**config.mk**
```make
export PLATFORM = sky130hd
export DESIGN_NAME = wfg_div_cell
export DESIGN_NICKNAME = d
export VERILOG_FILES = /design/src/hdl/window_function_generator_unit_assert.svh /design/src/hdl/wfg_pkg.sv /design/src/hdl/wfg_div_cell.sv
export SDC_FILE = /design/constraint.sdc
export NUM_CORES = 1
export LEC_CHECK = 0
export ABC_AREA = 1
export BUFFER_PORTS_ARGS = -buffer_cell sky130_fd_sc_hd__buf_2
export CAP_MARGIN = 20
export CELL_PAD_IN_SITES_DETAIL_PLACEMENT = 1
export CELL_PAD_IN_SITES_GLOBAL_PLACEMENT = 2
export CORE_MARGIN = 3
export CORE_UTILIZATION = 21
export CTS_CLUSTER_DIAMETER = 200
export DETAILED_ROUTE_END_ITERATION = 7
export MAX_ROUTING_LAYER = met4
export PLACE_DENSITY = 0.75
export SYNTH_ARGS = -nofsm -noshare
export SYNTH_HDL_FRONTEND = slang
export SYNTH_SLANG_ARGS = --single-unit
```
**constraint.sdc**
```tcl
create_clock -name clk -period 0.8 [get_ports clk]
set_clock_uncertainty 0.05 [all_clocks]
set_input_delay 0.16 -clock clk [delete_from_list [all_inputs] [get_ports clk]]
set_output_delay 0.16 -clock clk [all_outputs]
set_load 0.02 [all_outputs]
```
**src/hdl/window_function_generator_unit_assert.svh**
```systemverilog
// Assertion macros shared by the window function generator.
// Expects clk and rst_n in the scope of the module that uses them.
`ifndef WINDOW_FUNCTION_GENERATOR_UNIT_ASSERT_SVH
`define WINDOW_FUNCTION_GENERATOR_UNIT_ASSERT_SVH

// The consequent must hold in the same cycle as the antecedent.
`define WFG_ASSERT_IMPLY(lbl, ante, cons) \
    lbl: assert property (@(posedge clk) disable iff (!rst_n) (ante) |-> (cons)) \
        else $error("window generator check failed");

// The consequent must hold after the antecedent, at the delay given by argument n.
`define WFG_ASSERT_DELAY(lbl, ante, n, cons) \
    lbl: assert property (@(posedge clk) disable iff (!rst_n) (ante) |-> ##(n) (cons)) \
        else $error("window generator latency check failed");

`endif

```
**src/hdl/wfg_pkg.sv**
```systemverilog
// Package of the window function generator: codes, item types, coefficients.
// Used by every module of the block; depends on nothing.
package wfg_pkg;

    localparam int PHASE_BITS_DEF     = 16;
    localparam int COS_TABLE_BITS_DEF = 10;

    localparam int DIV_STAGES      = 25;
    localparam int COS_CELLS       = 4;
    localparam int COS_CELL_STAGES = 5;

    localparam logic [3:0] KIND_RECT     = 4'd0;
    localparam logic [3:0] KIND_TRI      = 4'd1;
    localparam logic [3:0] KIND_TRAP     = 4'd2;
    localparam logic [3:0] KIND_WELCH    = 4'd3;
    localparam logic [3:0] KIND_SINE     = 4'd4;
    localparam logic [3:0] KIND_HANN     = 4'd5;
    localparam logic [3:0] KIND_HAMMING  = 4'd6;
    localparam logic [3:0] KIND_BLACKMAN = 4'd7;
    localparam logic [3:0] KIND_NUTTALL  = 4'd8;
    localparam logic [3:0] KIND_BLNUTT   = 4'd9;
    localparam logic [3:0] KIND_BLHARRIS = 4'd10;
    localparam logic [3:0] KIND_FLATTOP  = 4'd11;
    localparam logic [3:0] KIND_TUKEY    = 4'd12;

    localparam logic [1:0] CFG_KIND = 2'd0;
    localparam logic [1:0] CFG_A    = 2'd1;
    localparam logic [1:0] CFG_B    = 2'd2;

    localparam logic [2:0] SRC_ZERO  = 3'd0;
    localparam logic [2:0] SRC_ONE   = 3'd1;
    localparam logic [2:0] SRC_QUO   = 3'd2;
    localparam logic [2:0] SRC_WELCH = 3'd3;
    localparam logic [2:0] SRC_COS   = 3'd4;

    localparam logic [24:0] ONE24   = 25'h1000000;
    localparam logic [24:0] QUARTER = 25'h0800000;

    typedef struct packed {
        logic [2:0]  src;
        logic [3:0]  kind;
        logic [23:0] x;
        logic [16:0] welch;
    } div_item_t;

    typedef struct packed {
        logic [2:0]  src;
        logic [3:0]  kind;
        logic [16:0] val;
        logic [63:0] acc;
        logic [24:0] angle;
        logic [24:0] step;
    } cos_item_t;

    localparam logic signed [31:0] SUM_COEF [7][5] = '{
        '{32'sd536870912, 32'sd536870912, 32'sd0, 32'sd0, 32'sd0},
        '{32'sd583555339, 32'sd490186485, 32'sd0, 32'sd0, 32'sd0},
        '{32'sd458048291, 32'sd533177905, 32'sd82515628, 32'sd0, 32'sd0},
        '{32'sd382002981, 32'sd523337470, 32'sd154867931, 32'sd13533442, 32'sd0},
        '{32'sd390393094, 32'sd525250341, 32'sd146672596, 32'sd11425794, 32'sd0},
        '{32'sd385204879, 32'sd524297395, 32'sd151698245, 32'sd12541305, 32'sd0},
        '{32'sd231609333, 32'sd447006012, 32'sd298776039, 32'sd89864421, 32'sd6485061}
    };

    function automatic logic is_sum_kind(logic [3:0] kind);
        return (kind >= KIND_HANN) && (kind <= KIND_FLATTOP);
    endfunction

    function automatic logic signed [31:0] base_coef(logic [3:0] kind);
        logic signed [31:0] c;
        c = 32'sd0;
        if (is_sum_kind(kind)) begin
            c = SUM_COEF[3'(kind - KIND_HANN)][0];
        end else if (kind == KIND_TUKEY) begin
            c = 32'sd536870912;
        end
        return c;
    endfunction

    function automatic logic signed [31:0] cos_coef(logic [3:0] kind, int idx);
        logic signed [31:0] c;
        c = 32'sd0;
        if (is_sum_kind(kind)) begin
            c = SUM_COEF[3'(kind - KIND_HANN)][idx];
            if ((idx & 1) == 1) begin
                c = -c;
            end
        end else if (kind == KIND_SINE) begin
            c = (idx == 1) ? 32'sd1073741824 : 32'sd0;
        end else if (kind == KIND_TUKEY) begin
            c = (idx == 1) ? -32'sd536870912 : 32'sd0;
        end
        return c;
    endfunction

    // Truncating quotient by shift and subtract, used only while the table is built.
    function automatic logic [63:0] udiv64(logic [63:0] num, logic [63:0] den);
        logic [63:0] q;
        logic [63:0] r;
        q = '0;
        r = '0;
        for (int i = 63; i >= 0; i--) begin
            r = {r[62:0], num[i]};
            if (r >= den) begin
                r    = r - den;
                q[i] = 1'b1;
            end
        end
        return q;
    endfunction

    // Quarter-wave cosine entry in Q1.30, from a truncated integer Taylor series.
    function automatic logic [30:0] cos_entry(int k, int tb);
        logic [63:0]        th;
        logic [63:0]        th2;
        logic [63:0]        term;
        logic [63:0]        dv;
        logic signed [63:0] sum;
        th   = (64'd1686629713 * 64'(k)) >> tb;
        th2  = (th * th) >> 30;
        term = 64'd1 << 30;
        sum  = 64'sd1 << 30;
        for (int n = 1; n <= 12; n++) begin
            dv   = 64'((2 * n - 1) * (2 * n));
            term = udiv64((term * th2) >> 30, dv);
            if ((n & 1) == 1) begin
                sum = sum - $signed(term);
            end else begin
                sum = sum + $signed(term);
            end
        end
        if (sum < 0) begin
            sum = 64'sd0;
        end
        if (sum > (64'sd1 << 30)) begin
            sum = 64'sd1 << 30;
        end
        return sum[30:0];
    endfunction

endpackage

```
**src/hdl/wfg_div_cell.sv**
```systemverilog
// One cell of the pipelined restoring divider: yields one quotient bit per item.
// Depends on wfg_pkg for the item type carried alongside.
module wfg_div_cell
(
    input  logic                clk,
    input  logic                rst_n,
    input  logic                in_valid,
    input  wfg_pkg::div_item_t  in_item,
    input  logic [24:0]         in_rem,
    input  logic [24:0]         in_den,
    input  logic [24:0]         in_quo,
    output logic                out_valid,
    output wfg_pkg::div_item_t  out_item,
    output logic [24:0]         out_rem,
    output logic [24:0]         out_den,
    output logic [24:0]         out_quo
);

    logic [25:0] diff;
    logic        ge;
    logic [24:0] rem_n;

    logic               valid_reg;
    wfg_pkg::div_item_t item_reg;
    logic [24:0]        rem_reg;
    logic [24:0]        den_reg;
    logic [24:0]        quo_reg;

    always_comb
    begin
        diff  = {1'b0, in_rem} - {1'b0, in_den};
        ge    = !diff[25];
        rem_n = ge ? diff[24:0] : in_rem;
    end

    always_ff @(posedge clk or negedge rst_n)
    begin
        if (!rst_n)
        begin
            valid_reg <= 1'b0;
        end
        else
        begin
            valid_reg <= in_valid;
        end
    end

    always_ff @(posedge clk)
    begin
        item_reg <= in_item;
        rem_reg  <= {rem_n[23:0], 1'b0};
        den_reg  <= in_den;
        quo_reg  <= {in_quo[23:0], ge};
    end

    assign out_valid = valid_reg;
    assign out_item  = item_reg;
    assign out_rem   = rem_reg;
    assign out_den   = den_reg;
    assign out_quo   = quo_reg;

endmodule

```
# Word level (Yosys, flattened, before mapping)
# Index checks and enable logic that the tools add are counted.
[totals]
register_bits = 123
in_bits = 126
out_inout_bits = 124
word_cells = 11
[op_classes]
n_addsub = 1
mux = 1
n_reduce_logical = 1
[ops]
columns = ["op", "n"]
rows = [
  ["$sub A25 B25 Y26", 1],
  ["$mux W24", 1],
  ["$logic_not A1 Y1", 1],
]

# Logic depth before layout (Yosys ltp)
[logic_depth]
ltp_word = 2
mapped_depth = 13
depth_no_buf = 13

# Worst setup path before layout
# Ideal clock, no wire load.
[synth_timing]
path_kind = "input to register"
startpoint = "input port in_rem[0]"
endpoint = "register rem_reg[17], in the netlist out_rem[17]"
setup_time_ns = 0.112
arrival_time_ns = 1.480
t_required_ns = 0.638
path_slack_ns = -0.842
cell_stages = 13
path_buffers = 0
path_cell_list = "inv_1 > ha_1 > fa_1 > inv_1 > nand3_1 > nand3_1 > nand2_1 > nand2_1 > nand2_1 > nand2_1 > nand2_1 > nand3_2 > nand2_1"
[synth_via]
elab_chain_cells = 2
[synth_lines]
columns = ["element", "line", "rtl"]
rows = [
  ["from (decl)", "wfg_div_cell.sv:9", "input logic [24:0] in_rem,"],
  ["$sub A25 B25 Y26", "wfg_div_cell.sv:31", "diff = {1'b0, in_rem} - {1'b0, in_den};"],
  ["$mux W24", "wfg_div_cell.sv:33", "rem_n = ge ? diff[24:0] : in_rem;"],
  ["net rem_n[16]", "wfg_div_cell.sv:21", "logic [24:0] rem_n;"],
  ["to (signal assigned)", "wfg_div_cell.sv:51", "rem_reg <= {rem_n[23:0], 1'b0};"],
  ["to (decl)", "wfg_div_cell.sv:25", "logic [24:0] rem_reg;"],
]
# The timed path passes the listed nets, and every way through them passes these cells.

# Final worst setup path
[layout_timing]
startpoint = "input port in_den[16]"
endpoint = "register rem_reg[19], in the netlist out_rem[19]"
[layout_via]
elab_chain_cells = 2
[layout_lines]
columns = ["element", "line", "rtl"]
rows = [
  ["from (decl)", "wfg_div_cell.sv:10", "input logic [24:0] in_den,"],
  ["$sub A25 B25 Y26", "wfg_div_cell.sv:31", ""],
  ["$mux W24", "wfg_div_cell.sv:33", ""],
  ["net rem_n[18]", "wfg_div_cell.sv:21", ""],
]
# The timed path passes the listed nets, and every way through them passes these cells.

==> results.txt <==
----------------------------------------------------
[Layout]
  Util after Layout ... 49.90%
  Design area ... 10,990 µm²
  Area added between synthesis and finish ... 130.9%
  Final antenna diode count ... 0
  Number of filler cells placed in the layout ... 2,471
  Proportion of layout cells with a drive suffix above 1 ... 63.96%
  Final-stage net count ... 1,221

[Timing]
  Tcrit/Tclk final ... 169.8%
  Setup TNS ... -45.28 ns
  Unrepaired setup endpoints after global routing ... yes
  Fin crit period ... 1.359 ns
  Worst Slack Setup Final ... -0.5585 ns
  Max frequency ... 0.7361 GHz
  Final hold vios ... 0
  Max-slew violation total from the final report ... 0
  Setup-failing EPs final ... 148
  Hold slack ... 0.01468 ns

[Power and ir drop]
  Leakage power figure ... 5.401 nW
  Peak supply drop ... 1253 µV
  Power density relative to cell area ... 1933 nW/µm²

[Yosys]
  Fraction of registers with async set/reset ... 0.8130%
  Sequential element share of the synthesized area ... 51.84%
  Ranking of synthesized cells by area ... dfxtp_1 51%, nand2_1 15%, inv_1 8.7%
  Synthesized cell area ... 4760 µm²
  Fraction of post-synthesis cell area in the top cell type by area ... 51.31%
  Unique cell type count in the Yosys netlist ... 31
  Synthesized area divided by synthesized cell count ... 8.040 µm²
  Most frequent cell after synthesis ... nand2_1
  Commonest register cell after synthesis ... dfxtp_1
  Yosys warning count ... 0
  Cell type with the highest aggregate area in the netlist ... dfxtp_1
  Number of synthesized flops with an enable pin ... 0
  Count of mapped cells out of synthesis ... 592
  Synth cell count leaders ... 193 x nand2_1, 122 x dfxtp_1, 110 x inv_1, 45 x nand3_1, 28 x nor2_1
  Total of flip-flops plus latches after synthesis ... 123
  Synth Net Count ... 744

[Floorplanning]
  Die footprint ... 24,510 µm²
  Core Footprint ... 22,030 µm²
  Top-level port count ... 250
  Number of placement rows ... 54
  Die boundary height ... 156.5 µm
  Effective utilization at floorplan ... 21.61%
  Width of the die ... 156.5 µm

[Critical path]
  Critical path launch point type ... primary input
  Data arrival at the endpoint of the critical path ... 1.61 ns
  Critical path start-end classification ... in2reg
  Data required time of the worst path ... 1.05 ns
  CP Max Fanout ... 6
  Crit path capture type ... flip-flop

[Placement]
  Total placed instance area ... 7362 µm²
  Weighted congestion at the end of routability-driven global placement ... 0.8278
  Post-place setup slack ... -1.072 ns
  Detailed placement HPWL ... 15,270 µm
  Count of input and output buffers ... 247

[CTS]
  Max clock buf depth ... 2
  CTS tree ... yes
  Root buffer cell ... clkbuf_16
  Number of sinks driven by the clock tree ... 123
  Count of H-tree levels built during CTS ... 4
  Number of buffers added by the clock tree synthesis step ... 17
  Worst-path clk slew ... 0.06 ns

[Job]
  Max-capacitance violation count ... 0

[Detailed routing]
  Vias per Instance ... 4.148
  Total Routed Length ... 24,770 µm
  Residual antenna-violating net count after detailed routing ... 0
  First-pass iteration count of the detailed router ... 4
  Total number of vias ... 5,649
  DRT iter0 DRCs ... 171
  Post-detailed-route DRC marker count ... 0
  Average routed wire per standard cell ... 18.19 µm

[Global routing]
  Grt met3 use ... 4.204%
  Wire length of the first global-routing pass ... 35,820 µm
  Global-route met2 utilization ... 34.67%
  Maximum number of pins on one net before global-route repair ... 17
  Met1 Usage GRT ... 22.84%
  Antenna violations before repair ... 0
  Highest-utilization routing layer at the global route stage ... met2
  Global-route congestion overflow total ... 0
  Global-route usage over all layers ... 19.80%
  Via count of the first global-routing pass ... 6,263

[Outcome]
  Run status ... finished with violations
  Violated checks ... negative setup slack

[Worst hold path]
  Hold/Removal Path Class ... in2reg

----------------------------------------------------
-- flip-flops by register name, summed over array words and instances, names as in the netlist --
register,count
out_den,25
out_quo,25
out_valid,1
out_item,48
out_rem,24
-- per-layer routing --
metal / wire length [µm] / part of all wire, %
met2: 12730 / 51
met3: 1250 / 5.0
met4: 537 / 2.2
met5: 0 / 0
met1: 10250 / 41
-- stage by stage --
stage / power [mW] / cells
2_1_floorplan: 9.179 / 592
3_5_place_dp: 11.15 / 1190
4_1_cts: 20.89 / 1355
6_report: 21.25 / 1362
3_3_place_gp: 11.11 / 1190
5_1_grt: 22.31 / 1362
-- critical path, cell delays in order --
cell and delay (ns):
buf_8 0.08, inv_4 0.03, ha_4 0.27, nand2_4 0.07, nor2_4 0.15, buf_6 0.12
nand2_2 0.04, nand2_2 0.09, nand2_4 0.07, and2_4 0.21, buf_12 0.15, nand3_1 0.08
nand2_1 0.08
-- layout make-up --
class                           instances  area (µm²)  share of cell area, %
Tap cell                              280       350.3                  3.187
Clock inverter                         14       156.4                  1.423
Clock buffer                           18       429.2                  3.904
Sequential cell                       123        2623                  23.86
Timing Repair Buffer                  465        4320                  39.31
Inverter                              111       484.2                  4.405
Multi-Input combinational cell        351        2629                  23.92
-- cells in the final DEF, fill, tap and decap left out, drive strengths merged --
cell,n
nand3b,3
or2,2
dlygate4sd3,114
nor3,2
clkbuf,21
fa,1
o21ai,3
nand3,55
buf,348
a21oi,13
clkinv,3
bufinv,2
and2,2
dfxtp,122
nand4,6
dfrtp,1
inv,119
nor2,31
xnor2,1
ha,25
xor2,10
conb,1
nand2,196
clkinvlp,1
-- cells by family (layout without fill, tap and decap cells) --
| family | count (synthesis) | in the layout | share of synthesized area [%] |
|---|---|---|---|
| AND/OR/NAND/NOR | 297 | 297 | 27.47 |
| flip-flops | 123 | 123 | 51.84 |
| buffers and inverters | 118 | 608 | 9.910 |
| adder cells (fa/ha/maj) | 26 | 26 | 6.993 |
| AO/OA/AOI/OAI | 16 | 16 | 1.682 |
| XOR/XNOR | 11 | 11 | 2.024 |
| other | 1 | 1 | 0.07879 |
-- report_power, final --
group,switching [mW],total (mW),internal [mW],leakage [nW]
Combinational,3.02,6.31,3.29,4.07
Clock,3.26,7.93,4.67,0.287
Sequential,0.283,7.01,6.73,1.04
Total,6.56,21.2,14.7,5.40
-- what timing repair did --
item	in CTS	in global routing
hold endpoints to repair	113	0
endpoints found under the setup margin	148	148
hold buffers	114	0
resized for setup	477	102
gates cloned	1	3
setup buffers	18	7
pin swaps	44	41
-- path summary, 6_finish.rpt --
check                               to  cells past startpoint        from
max                        out_rem[19]                     13  in_den[16]
min                        out_rem[14]                      4  in_rem[13]
max in group asynchronous    out_valid                      3       rst_n
min in group asynchronous    out_valid                      3       rst_n
Note: power is estimated with default switching activity, not from simulation.
